--- src/hdl/lwbc_pkg.sv ---
// Shared codes and types for the LRU write-back cache core.
package lwbc_pkg;

	localparam int OP_W    = 2;
	localparam int KIND_W  = 2;
	localparam int CFG_W   = 4;
	localparam int STAMP_W = 32;

	localparam logic [OP_W-1:0] OP_GET   = 2'd0;
	localparam logic [OP_W-1:0] OP_SET   = 2'd1;
	localparam logic [OP_W-1:0] OP_FILL  = 2'd2;
	localparam logic [OP_W-1:0] OP_FLUSH = 2'd3;

	localparam logic [KIND_W-1:0] KIND_DONE  = 2'd0;
	localparam logic [KIND_W-1:0] KIND_READ  = 2'd1;
	localparam logic [KIND_W-1:0] KIND_FETCH = 2'd2;
	localparam logic [KIND_W-1:0] KIND_WB    = 2'd3;

	typedef enum logic [3:0] {
		ST_IDLE,
		ST_SCAN,
		ST_PICK,
		ST_ACT,
		ST_FILL_RD,
		ST_FILL_WR,
		ST_FL_RD,
		ST_FL_CHK,
		ST_OUT_A,
		ST_OUT_B
	} state_t;

endpackage

--- src/hdl/lwbc_ram.sv ---
// Generic single-write, single-read RAM with registered read data.
module lwbc_ram #(
	parameter int WIDTH = 32,
	parameter int DEPTH = 8
) (
	input  logic                                   clk,
	input  logic                                   we,
	input  logic [((DEPTH > 1) ? $clog2(DEPTH) : 1)-1:0] waddr,
	input  logic [WIDTH-1:0]                       wdata,
	input  logic                                   re,
	input  logic [((DEPTH > 1) ? $clog2(DEPTH) : 1)-1:0] raddr,
	output logic [WIDTH-1:0]                       rdata
);

	logic [WIDTH-1:0] mem [DEPTH];

	always_ff @(posedge clk) begin
		if (we) begin
			mem[waddr] <= wdata;
		end
		if (re) begin
			rdata <= mem[raddr];
		end
	end

endmodule

--- src/hdl/lru_write_back_cache_core.sv ---
// Fully associative write-back cache with exact LRU in front of a backing store.
// All entries (tag, dirty mark, access stamp, data) live in one RAM with a
// registered read; per-entry valid flops make unwritten entries read as empty.
// Requests are served one at a time. A get or set reads every slot below capacity
// once, rereads the chosen slot, writes it back, then sends its one or two results;
// with key zero or capacity zero it skips the scan and goes to the backing store.
// A fill rereads its claimed slot, writes it if still claimed, clean and in range,
// then sends its result. A flush reads each slot below capacity in turn, each
// write-back leaving as its slot is checked. The single RAM read port reads one slot at a time.
// Results leave through an output register so the sequencer keeps going while a
// result waits. Capacity must be written only when idle: the block does not enforce it.
module lru_write_back_cache_core import lwbc_pkg::*; #(
	parameter int ENTRIES    = 8,
	parameter int KEY_BITS   = 32,
	parameter int VALUE_BITS = 32,
	localparam int DATA_W    = ((KEY_BITS + VALUE_BITS + 7) / 8) * 8
) (
	input  logic              clk,
	input  logic              arst_n,
	input  logic              cfg_we,
	input  logic [CFG_W-1:0]  cfg_wdata,
	input  logic              s_tvalid,
	output logic              s_tready,
	input  logic [DATA_W-1:0] s_tdata,   // key, value
	input  logic [OP_W-1:0]   s_tuser,   // op
	output logic              m_tvalid,
	input  logic              m_tready,
	output logic [DATA_W-1:0] m_tdata,   // out_key, out_value
	output logic [KIND_W-1:0] m_tuser,   // kind
	output logic              m_tlast
);

	localparam int IDX_W = (ENTRIES > 1) ? $clog2(ENTRIES) : 1;
	localparam int CNT_W = $clog2(ENTRIES + 1);
	localparam int CW    = (CNT_W > CFG_W) ? CNT_W : CFG_W;
	localparam int E_W   = KEY_BITS + 1 + STAMP_W + VALUE_BITS;

	state_t state_q, state_d;

	logic [CW-1:0]         capacity_q;
	logic [CNT_W-1:0]      cap;

	logic [OP_W-1:0]       op_q;
	logic [KEY_BITS-1:0]   key_q;
	logic [VALUE_BITS-1:0] val_q;
	logic [CNT_W-1:0]      idx_q;
	logic [CNT_W-1:0]      idx_nxt;

	logic                  scan_vld_s1;
	logic [IDX_W-1:0]      raddr_s1;
	logic                  hit_q, empty_q;
	logic [IDX_W-1:0]      hit_idx_q, empty_idx_q, best_idx_q, slot_q, chosen;
	logic [STAMP_W-1:0]    best_stamp_q;

	logic [ENTRIES-1:0]    valid_q;
	logic [STAMP_W-1:0]    use_cnt_q;
	logic                  pend_fill_q;
	logic [KEY_BITS-1:0]   pend_key_q;
	logic [IDX_W-1:0]      pend_slot_q;

	logic [KIND_W-1:0]     a_kind_q, b_kind_q;
	logic [KEY_BITS-1:0]   a_key_q, b_key_q;
	logic [VALUE_BITS-1:0] a_val_q, b_val_q;
	logic                  a_last_q;

	logic                  m_tvalid_q, out_last_q;
	logic [KIND_W-1:0]     out_kind_q;
	logic [KEY_BITS-1:0]   out_key_q;
	logic [VALUE_BITS-1:0] out_val_q;

	logic                  out_load, out_last_d, out_free;
	logic [KIND_W-1:0]     out_kind_d;
	logic [KEY_BITS-1:0]   out_key_d;
	logic [VALUE_BITS-1:0] out_val_d;

	logic                  ram_re, ram_we;
	logic [IDX_W-1:0]      ram_raddr, ram_waddr;
	logic [E_W-1:0]        ram_wdata, ram_rdata;

	logic                  rd_ok, rd_dirty;
	logic [KEY_BITS-1:0]   rd_tag;
	logic [STAMP_W-1:0]    rd_stamp;
	logic [VALUE_BITS-1:0] rd_data;

	logic [KEY_BITS-1:0]   s_key;
	logic [VALUE_BITS-1:0] s_val;
	logic                  accept, pass, fill_ok, fl_need, victim_wb, new_dirty;
	logic [VALUE_BITS-1:0] new_data;
	logic [STAMP_W-1:0]    new_stamp;

	assign cap = (capacity_q > CW'(ENTRIES)) ? CNT_W'(ENTRIES) : capacity_q[CNT_W-1:0];

	assign s_key  = s_tdata[KEY_BITS-1:0];
	assign s_val  = s_tdata[KEY_BITS+VALUE_BITS-1:KEY_BITS];
	assign accept = s_tvalid && s_tready;
	assign pass   = (cap == '0) || (s_key == '0);

	assign idx_nxt  = idx_q + 1'b1;
	assign out_free = !m_tvalid_q || m_tready;

	// Unwritten entries read as empty, clean and stamp zero.
	assign rd_ok    = valid_q[raddr_s1];
	assign rd_tag   = rd_ok ? ram_rdata[KEY_BITS-1:0] : '0;
	assign rd_dirty = rd_ok && ram_rdata[KEY_BITS];
	assign rd_stamp = rd_ok ? ram_rdata[KEY_BITS+STAMP_W:KEY_BITS+1] : '0;
	assign rd_data  = ram_rdata[E_W-1:E_W-VALUE_BITS];

	assign chosen    = hit_q ? hit_idx_q : (empty_q ? empty_idx_q : best_idx_q);
	assign victim_wb = !hit_q && (rd_tag != '0) && rd_dirty;
	assign fill_ok   = pend_fill_q && (CNT_W'(pend_slot_q) < cap) &&
	                   (rd_tag == pend_key_q) && !rd_dirty;
	assign fl_need   = (rd_tag != '0) && rd_dirty;
	assign new_stamp = use_cnt_q + 1'b1;
	assign new_dirty = (op_q == OP_SET) || (hit_q && rd_dirty);
	assign new_data  = (op_q == OP_SET) ? val_q : rd_data;

	lwbc_ram #(
		.WIDTH (E_W),
		.DEPTH (ENTRIES)
	) u_entry_ram (
		.clk   (clk),
		.we    (ram_we),
		.waddr (ram_waddr),
		.wdata (ram_wdata),
		.re    (ram_re),
		.raddr (ram_raddr),
		.rdata (ram_rdata)
	);

	// Next state.
	always_comb begin
		state_d = state_q;
		case (state_q)
			ST_IDLE: begin
				if (s_tvalid) begin
					case (s_tuser)
						OP_GET, OP_SET: state_d = pass ? ST_OUT_A : ST_SCAN;
						OP_FILL:        state_d = ST_FILL_RD;
						default:        state_d = (cap == '0) ? ST_OUT_A : ST_FL_RD;
					endcase
				end
			end
			ST_SCAN: begin
				if (idx_q == cap && !scan_vld_s1) begin
					state_d = ST_PICK;
				end
			end
			ST_PICK:    state_d = ST_ACT;
			ST_ACT:     state_d = ST_OUT_A;
			ST_FILL_RD: state_d = ST_FILL_WR;
			ST_FILL_WR: state_d = ST_OUT_A;
			ST_FL_RD:   state_d = ST_FL_CHK;
			ST_FL_CHK: begin
				if (!fl_need || out_free) begin
					state_d = (idx_nxt == cap) ? ST_OUT_A : ST_FL_RD;
				end
			end
			ST_OUT_A: begin
				if (out_free) begin
					state_d = a_last_q ? ST_IDLE : ST_OUT_B;
				end
			end
			ST_OUT_B: begin
				if (out_free) begin
					state_d = ST_IDLE;
				end
			end
			default: state_d = ST_IDLE;
		endcase
	end

	// RAM control and result loading.
	always_comb begin
		s_tready   = 1'b0;
		ram_re     = 1'b0;
		ram_raddr  = idx_q[IDX_W-1:0];
		ram_we     = 1'b0;
		ram_waddr  = slot_q;
		ram_wdata  = {new_data, new_stamp, new_dirty, key_q};
		out_load   = 1'b0;
		out_kind_d = a_kind_q;
		out_key_d  = a_key_q;
		out_val_d  = a_val_q;
		out_last_d = a_last_q;
		case (state_q)
			ST_IDLE: s_tready = 1'b1;
			ST_SCAN: ram_re = (idx_q < cap);
			ST_PICK: begin
				ram_re    = 1'b1;
				ram_raddr = chosen;
			end
			ST_ACT: ram_we = 1'b1;
			ST_FILL_RD: begin
				ram_re    = 1'b1;
				ram_raddr = pend_slot_q;
			end
			ST_FILL_WR: begin
				ram_we    = fill_ok;
				ram_waddr = pend_slot_q;
				ram_wdata = {val_q, rd_stamp, rd_dirty, rd_tag};
			end
			ST_FL_RD: ram_re = 1'b1;
			ST_FL_CHK: begin
				out_load   = fl_need && out_free;
				out_kind_d = KIND_WB;
				out_key_d  = rd_tag;
				out_val_d  = rd_data;
				out_last_d = 1'b0;
			end
			ST_OUT_A: out_load = out_free;
			ST_OUT_B: begin
				out_load   = out_free;
				out_kind_d = b_kind_q;
				out_key_d  = b_key_q;
				out_val_d  = b_val_q;
				out_last_d = 1'b1;
			end
			default: ;
		endcase
	end

	// Control state.
	always_ff @(posedge clk or negedge arst_n) begin
		if (!arst_n) begin
			state_q     <= ST_IDLE;
			capacity_q  <= CW'(ENTRIES);
			valid_q     <= '0;
			use_cnt_q   <= '0;
			pend_fill_q <= 1'b0;
			pend_key_q  <= '0;
			pend_slot_q <= '0;
			scan_vld_s1 <= 1'b0;
			hit_q       <= 1'b0;
			empty_q     <= 1'b0;
			m_tvalid_q  <= 1'b0;
		end else begin
			state_q <= state_d;
			if (cfg_we) begin
				capacity_q <= CW'(cfg_wdata);
			end
			if (out_load) begin
				m_tvalid_q <= 1'b1;
			end else if (m_tready) begin
				m_tvalid_q <= 1'b0;
			end
			case (state_q)
				ST_IDLE: begin
					scan_vld_s1 <= 1'b0;
					hit_q       <= 1'b0;
					empty_q     <= 1'b0;
					if (accept && s_tuser == OP_GET && pass) begin
						pend_fill_q <= 1'b1;
						pend_key_q  <= s_key;
						pend_slot_q <= '0;
					end
				end
				ST_SCAN: begin
					scan_vld_s1 <= ram_re;
					if (scan_vld_s1) begin
						if (!hit_q && rd_tag == key_q) begin
							hit_q <= 1'b1;
						end
						if (!empty_q && rd_tag == '0) begin
							empty_q <= 1'b1;
						end
					end
				end
				ST_ACT: begin
					valid_q[slot_q] <= 1'b1;
					use_cnt_q       <= new_stamp;
					if (op_q == OP_GET && !hit_q) begin
						pend_fill_q <= 1'b1;
						pend_key_q  <= key_q;
						pend_slot_q <= slot_q;
					end
				end
				ST_FILL_WR: begin
					pend_fill_q <= 1'b0;
					if (fill_ok) begin
						valid_q[pend_slot_q] <= 1'b1;
					end
				end
				default: ;
			endcase
		end
	end

	// Request, scan and result payload.
	always_ff @(posedge clk) begin
		if (ram_re) begin
			raddr_s1 <= ram_raddr;
		end
		if (out_load) begin
			out_kind_q <= out_kind_d;
			out_key_q  <= out_key_d;
			out_val_q  <= out_val_d;
			out_last_q <= out_last_d;
		end
		case (state_q)
			ST_IDLE: begin
				idx_q <= '0;
				if (accept) begin
					op_q  <= s_tuser;
					key_q <= s_key;
					val_q <= s_val;
					b_kind_q <= KIND_DONE;
					b_key_q  <= '0;
					b_val_q  <= '0;
					case (s_tuser)
						OP_GET: begin
							a_kind_q <= KIND_FETCH;
							a_key_q  <= s_key;
							a_val_q  <= '0;
							a_last_q <= 1'b1;
						end
						OP_SET: begin
							a_kind_q <= KIND_WB;
							a_key_q  <= s_key;
							a_val_q  <= s_val;
							a_last_q <= 1'b0;
						end
						OP_FILL: begin
							a_kind_q <= KIND_READ;
							a_key_q  <= '0;
							a_val_q  <= s_val;
							a_last_q <= 1'b1;
						end
						default: begin
							a_kind_q <= KIND_DONE;
							a_key_q  <= '0;
							a_val_q  <= '0;
							a_last_q <= 1'b1;
						end
					endcase
				end
			end
			ST_SCAN: begin
				if (ram_re) begin
					idx_q <= idx_nxt;
				end
				if (scan_vld_s1) begin
					if (!hit_q && rd_tag == key_q) begin
						hit_idx_q <= raddr_s1;
					end
					if (!empty_q && rd_tag == '0) begin
						empty_idx_q <= raddr_s1;
					end
					// Strict compare keeps the lowest index on equal stamps.
					if (raddr_s1 == '0 || rd_stamp < best_stamp_q) begin
						best_idx_q   <= raddr_s1;
						best_stamp_q <= rd_stamp;
					end
				end
			end
			ST_PICK: slot_q <= chosen;
			ST_ACT: begin
				b_kind_q <= KIND_WB;
				b_key_q  <= rd_tag;
				b_val_q  <= rd_data;
				if (op_q == OP_GET) begin
					if (hit_q) begin
						a_kind_q <= KIND_READ;
						a_key_q  <= '0;
						a_val_q  <= rd_data;
						a_last_q <= 1'b1;
					end else begin
						a_kind_q <= KIND_FETCH;
						a_key_q  <= key_q;
						a_val_q  <= '0;
						a_last_q <= !victim_wb;
					end
				end else if (victim_wb) begin
					a_kind_q <= KIND_WB;
					a_key_q  <= rd_tag;
					a_val_q  <= rd_data;
					a_last_q <= 1'b0;
					b_kind_q <= KIND_DONE;
					b_key_q  <= '0;
					b_val_q  <= '0;
				end else begin
					a_kind_q <= KIND_DONE;
					a_key_q  <= '0;
					a_val_q  <= '0;
					a_last_q <= 1'b1;
				end
			end
			ST_FL_CHK: begin
				if (!fl_need || out_free) begin
					idx_q <= idx_nxt;
				end
			end
			default: ;
		endcase
	end

	assign m_tvalid = m_tvalid_q;
	assign m_tuser  = out_kind_q;
	assign m_tlast  = out_last_q;
	assign m_tdata  = DATA_W'({out_val_q, out_key_q});

	// The scan never reads at or beyond the active capacity.
	a_scan_in_range: assert property (@(posedge clk) disable iff (!arst_n)
		(state_q == ST_SCAN && ram_re) |-> (idx_q < cap))
		else $error("scan read beyond capacity");

	// The use counter moves only on the slot write of a get or set.
	a_counter_only_on_act: assert property (@(posedge clk) disable iff (!arst_n)
		(state_q != ST_ACT) |=> $stable(use_cnt_q))
		else $error("use counter changed outside slot update");

	// A get miss leaves a pending fill on a valid claimed slot.
	a_miss_arms_fill: assert property (@(posedge clk) disable iff (!arst_n)
		(state_q == ST_ACT && op_q == OP_GET && !hit_q)
		|=> (pend_fill_q && pend_slot_q == slot_q && valid_q[slot_q]))
		else $error("get miss did not arm pending fill");

	// Loading the final result of a request returns the sequencer to idle.
	a_last_ends_request: assert property (@(posedge clk) disable iff (!arst_n)
		(out_load && out_last_d) |=> (state_q == ST_IDLE))
		else $error("final result loaded but request not finished");

endmodule

--- config.mk ---
export PLATFORM = sky130hd
export DESIGN_NAME = lru_write_back_cache_core
export DESIGN_NICKNAME = d
export VERILOG_FILES = /design/src/hdl/lwbc_pkg.sv /design/src/hdl/lwbc_ram.sv /design/src/hdl/lru_write_back_cache_core.sv
export SDC_FILE = /design/constraint.sdc
export NUM_CORES = 2
export LEC_CHECK = 0
export BUFFER_PORTS_ARGS = -buffer_cell sky130_fd_sc_hd__buf_2
export CAP_MARGIN = 30
export CORE_UTILIZATION = 56
export DETAILED_ROUTE_END_ITERATION = 6
export HOLD_SLACK_MARGIN = 0.15
export PLACE_DENSITY = 0.76
export SYNTH_ARGS = -nofsm -noshare
export SYNTH_HDL_FRONTEND = slang
export SYNTH_SLANG_ARGS = --single-unit
--- constraint.sdc ---
create_clock -name clk -period 8 [get_ports clk]
set_input_delay 0 -clock clk [delete_from_list [all_inputs] [get_ports clk]]
set_output_delay 0 -clock clk [all_outputs]
set_load 0.03 [all_outputs]
-- After elaboration in Yosys (flattened, before gate mapping)
Memory sizes are Yosys's and may differ from the RTL's. A register that Yosys moved wholly into a read port is not among the register bits.
Index checks and enable logic that the tools add are counted.
- flip-flop bits (word level): 405
- memory bits (writable): 776
- input port bits: 75
- memories kept: 1
- $add $sub $neg: 2
- $lt $le $gt $ge: 9
- equal/unequal tests: 29
- muxes and demuxes: 94
- bitwise logic cells: 2
- reductions and logical operators: 61
- memory list (name ; words ; width ; rd ports ; clocked after memory_dff ; write ports ; RTL line ; text):
    u_entry_ram.mem ; 8 ; 97 ; 1 ; 1 ; 1 ; lwbc_ram.sv:15 ; logic [WIDTH-1:0] mem [DEPTH];
- operators by type and width (cell ; number):
    $mux 32 ; 20
    $pmux 32 s2 ; 7
    $mux 97 ; 1
    $eq 32x32->1 ; 2
    $logic_not 32->1 ; 2
    $mux 4 ; 12
    $pmux 4 s9 ; 1
    $add 32x1->32 const B ; 1
    $lt 32x32->1 ; 1
    $reduce_bool 32->1 ; 1
    $ne 2x2->1 const B ; 13
    $reduce_and 3->1 ; 8
    $mux 1 ; 19
    $logic_and 1x1->1 ; 18
    $eq 4x3->1 const B ; 4
    $or 8x8->8 ; 2
    $pmux 1 s2 ; 8
    $pmux 8 s2 ; 1
    $mux 3 ; 5
    $mux 2 ; 7
    $lt 3x4->1 const B ; 3
    $pmux 2 s2 ; 3
    $pmux 3 s2 ; 2
    $pmux 4 s3 ; 1
    other kinds (28) ; 55

-- Longest topological paths before layout
- depth after elaboration: 10
- depth in mapped cells: 14

-- Modules after synthesis
Synthesis repeated with hierarchy kept, for this count alone.
- cells, all modules: 3131
- area, all modules: 52686.8 um^2
- modules (own cells, without submodules) (module ; times used ; cells each ; area an instance (um^2)):
    lwbc_ram ; 1 ; 1232 ; 32093.3
    lru_write_back_cache_core ; 1 ; 1899 ; 20593.5

-- Least setup slack after synthesis
No wires, ideal clock.
- path kind: reg2reg
- from: reg state_q[1]
- to: reg raddr_s1[0], enable pin
- library setup time: 0.707 ns
- arrival time: 8.173 ns
- setup slack: -0.879 ns
- cell stages (with the launch flop): 4
- clock period less this slack: 8.879 ns
- cell sequence: dfrtp_1 clkbuf_1 nor2_1 o31ai_1
- cells in the longest elaborated chain, start to end: 3
- elaborated cells on any way between the ends: 6
- ends and longest elaborated chain (what ; RTL line ; text):
    start, declared ; lru_write_back_cache_core.sv:38 ; state_t state_q, state_d;
    start signal, assigned ; lru_write_back_cache_core.sv:237 ; state_q <= state_d;
    $eq 4x2->1 / $eq 4x3->1 (equally long branches) ; lru_write_back_cache_core.sv:185 ; case (state_q)
    $reduce_or 3->1 (no line) ; - ;
    $pmux 1 s2 * ; lru_write_back_cache_core.sv:185 ;
    via ram_re ; lru_write_back_cache_core.sv:76 ; logic ram_re, ram_we;
    end signal, assigned ; lru_write_back_cache_core.sv:291 ; raddr_s1 <= ram_raddr;
    end, declared ; lru_write_back_cache_core.sv:50 ; logic [IDX_W-1:0] raddr_s1;
Mark *: on every way through the listed nets, which the timed path passes. The rest lies on a longest branch.
A chain may end at the register's enable or synchronous reset.

-- Final worst setup path
- from: reg state_q[0]
- to: mem u_entry_ram.mem[2][0] (netlist name), enable pin
- cells in the longest elaborated chain, start to end: 4
- elaborated cells on any way between the ends: 6
- ends and longest elaborated chain (what ; RTL line ; text):
    $eq 4x3->1 / $eq 4x2->1 (equally long branches) ; lru_write_back_cache_core.sv:185 ;
    $pmux 1 s2 ; lru_write_back_cache_core.sv:185 ;
    $mux 1 ; lwbc_ram.sv:18 ; if (we) begin
    $mux 1 (implied by the code) ; lwbc_ram.sv:19 ; mem[waddr] <= wdata;
    end, declared ; lwbc_ram.sv:15 ;
Parallel ways exist; a longest one is shown, timed or not.

==> flow_summary.yaml <==
clock_tree:
  clock_sinks: 1277
  cts_inserted_buffers: 116
  root_buffer: "clkbuf_16"
  cts_setup_buffers: 0
  htree_levels: 3
  cts_buffer_depth: 3
  tritoncts: "yes"
  clk_latency_ns: 0.70
  cts.reportedPaths.clkPinSlew_ns: 0.06
sta:
  whs_ns: 0.179
  fin_crit_ns: 5.62
  finalHoldViolCount: 0
  fin_skew_ns: 0.0229
  period_share_pct: 70.2
  setup_viol: 0
  slew_viol_final: 0
  relSlewSlack_pct: 14.6
  tns_ns: 0
  worstMarginPinSlew_ns: 1.28
  grt_setup_unrepaired: "false"
  max_freq_mhz: 178
logic_synthesis:
  avgSynthCellArea_um2: 12.8
  synth_area_leaders: "edfxtp_1, nand2_1, dfrtp_1"
  synth_top_area_cell: "edfxtp_1"
  synth_edf_count: 1189
  synth_fp_nets: 4304
  yosys_warnings: 0
  syn_inst: 4185
  async_reset_ff_share_pct: 6.89
  syn_area_mm2: 0.0535
  synth_most_common_cell: "edfxtp_1"
  seq_area_frac_synth_pct: 70.8
  ys_seq_elements: 1277
  synth_commonest_cells: "edfxtp_1, nand2_1, nand3_1"
  ys.flop_type: "edfxtp_1"
  yosys.area.top_type_share_pct: 66.7
  synthDistinctLibCells: 73
global_routing:
  track_usage_pct: 26.8
  grt_max_degree: 214
  gr-total-overflow: 0
  met3_usage_pct: 4.03
  grt_first_pass_wirelength_mm: 202
  grt.met2_usage_pct: 43.5
  top_usage_layer: "met2"
  use_met1_pct: 37.7
  grt_pass1_vias: 34120
  antenna_found_initial: 0
detailed_routing:
  drtIter0Drc: 4765
  drcViolationCount: 2
  wirelength_mm: 132
  drtAntennaViolNets: 0
  vias: 35672
  viasPerCell: 6.18
  wl_per_cell_um: 22.8
  first_pass_iters: 7
power_and_ir_drop:
  p_int_w: 0.0155
  finalPower_w: 0.0248
  pwr-share-seq_pct: 42.0
  p_sw_w: 0.00934
  p_leak_nw: 22.1
  clockPowerShare_pct: 21.9
  pwr-share-comb_pct: 36.1
  ir_worst_vdd_mv: 0.646
  sw_frac_of_total_pct: 37.6
  power_density_mw_per_mm2: 407
placement:
  dp_hpwl_mm: 72.1
  dp_cells: 5383
  gp_congestion: 0.945
  io_buffers: 143
critical_path:
  end_kind: "register"
  start_kind: "register"
  cp_slowest_cell: "a21oi_4"
  crit_fanout: 76
  crit_path_cell_trace: "nor2b_1, nand2_4, a221oi_1, o2111ai_1, nor4_1, nand4_2, a21oi_4, buf_12"
  crit_type: "register to register"
  worstPathArrival_ns: 5.95
  cp_slowest_stage_delay_ns: 0.99
  worstPathRequired_ns: 8.33
outcome:
  violations: "DRC"
  outcome: "finished, violations left"
die:
  core_mm2: 0.0949
  num_rows: 113
  dieArea_mm2: 0.0969
  start_util_pct: 56.4
  die_height_um: 311
  ios: 144
  dieWidth_um: 311
cells_and_area:
  drive_gt1_share_pct: 12.2
  fin_nets: 4519
  instances_no_fill: 5768
  syn_to_final_growth_pct: 13.9
  n_antenna_cell: 0
job:
  cap_violations: 0
hold_path:
  hp-class: "primary input to register"
-- layout by cell type (no fill, tap or decap), types with 23 or more instances in the layout --
cell,netlist,routed
dfrtp_1,87,87
and2_1,38,37
clkbuf_1,191,31
and3_1,135,135
xor2_1,48,48
ha_1,44,44
mux2_2,39,39
buf_2,53,148
xnor2_1,52,52
clkinv_1,0,28
o21ai_0,128,128
clkbuf_16,0,119
nor2_1,171,169
nand2_1,1019,1017
a31oi_1,56,56
nor4_1,25,25
dlygate4sd3_1,0,153
nand4_1,23,23
a311oi_1,97,97
buf_4,1,38
inv_1,71,71
a22oi_1,103,103
nand3_1,236,235
a22o_1,33,33
a21oi_1,44,43
edfxtp_1,1189,1189
a31o_2,91,91
-- repair_timing --
item                      4_1_cts  5_1_grt
hold endpoints to repair      324        0
hold buffers                  154        0
resized for setup               0        0
-- metrics by stage --
step           area, um2  util, %  setup slack (ns)
2_1_floorplan      53600        -              2.27
3_3_place_gp       55400     58.4              2.54
3_5_place_dp       55600     58.6              2.50
4_1_cts            60900     64.1              2.49
5_1_grt            61000     64.3              2.18
6_report           61000     64.3              2.38
-- area by class of cell --
type	count	area (um2)
Clock buffer	154	3150
Clock inverter	67	567
Fill cell	6570	33900
Inverter	73	287
Multi-Input combinational cell	2566	14400
Sequential cell	1277	37900
Tap cell	1265	1580
Timing Repair Buffer	366	3040
-- routing by layer --
metal,up-vias,wire length [um]
li1,15912,-
met1,17615,52800
met2,1920,64000
met3,225,11700
met4,0,3220
met5,-,0
-- state kept, by name, indices dropped and copies added, names as in the netlist, 4 cells and up --
register / count
out_key_q: 32
capacity_q: 4
use_cnt_q: 32
best_stamp_q: 32
idx_q: 4
key_q: 32
val_q: 32
valid_q: 8
state_q: 4
a_key_q: 32
u_entry_ram.mem: 776
b_val_q: 32
a_val_q: 32
u_entry_ram.rdata: 97
out_val_q: 32
b_key_q: 32
pend_key_q: 32
-- power by group through the flow --
stage	sequential [W]	clock [W]	combinational, W
floorplan	0.0104	0	0.00610
global placement	0.0105	0	0.00839
detailed placement	0.0105	0	0.00865
CTS	0.0104	0.00549	0.00879
global route	0.0105	0.00575	0.00973
finish	0.0104	0.00545	0.00896
-- critical path: cells and delay by family (launching register included) --
kind / cells / cell delay, ns
compound gates: 3 / 1.67
buf+inv: 1 / 0.50
flops: 1 / 0.69
simple gates: 4 / 2.21
-- logic make-up (layout without fill, tap and decap cells) --
group | count (synthesis) | in the layout | share of synthesized area (%)
and+or+nand+nor | 1718 | 1718 | 14.1
AOI/OAI and AO/OA | 659 | 659 | 8.97
DFF | 1277 | 1277 | 70.8
adders and majority gates | 44 | 44 | 1.03
buffers and inverters | 342 | 660 | 2.56
xor gates and xnor gates | 100 | 100 | 1.64
muxes | 45 | 45 | 0.956
-- path summary, 6_finish.rpt --
check,from,end,slack [ns],depth (start not counted)
worst min-delay path,s_tdata[44],a_val_q[12],0.18,3
worst min register to register,valid_q[6],valid_q[6],0.47,2
worst max-delay path,state_q[0],u_entry_ram.mem[2][0],2.38,8
worst max register to register,state_q[0],u_entry_ram.mem[2][0],2.38,8
max in group asynchronous,arst_n,valid_q[1],7.02,4
min in group asynchronous,arst_n,pend_key_q[19],0.39,4
Power figures use the tool's default switching activity.
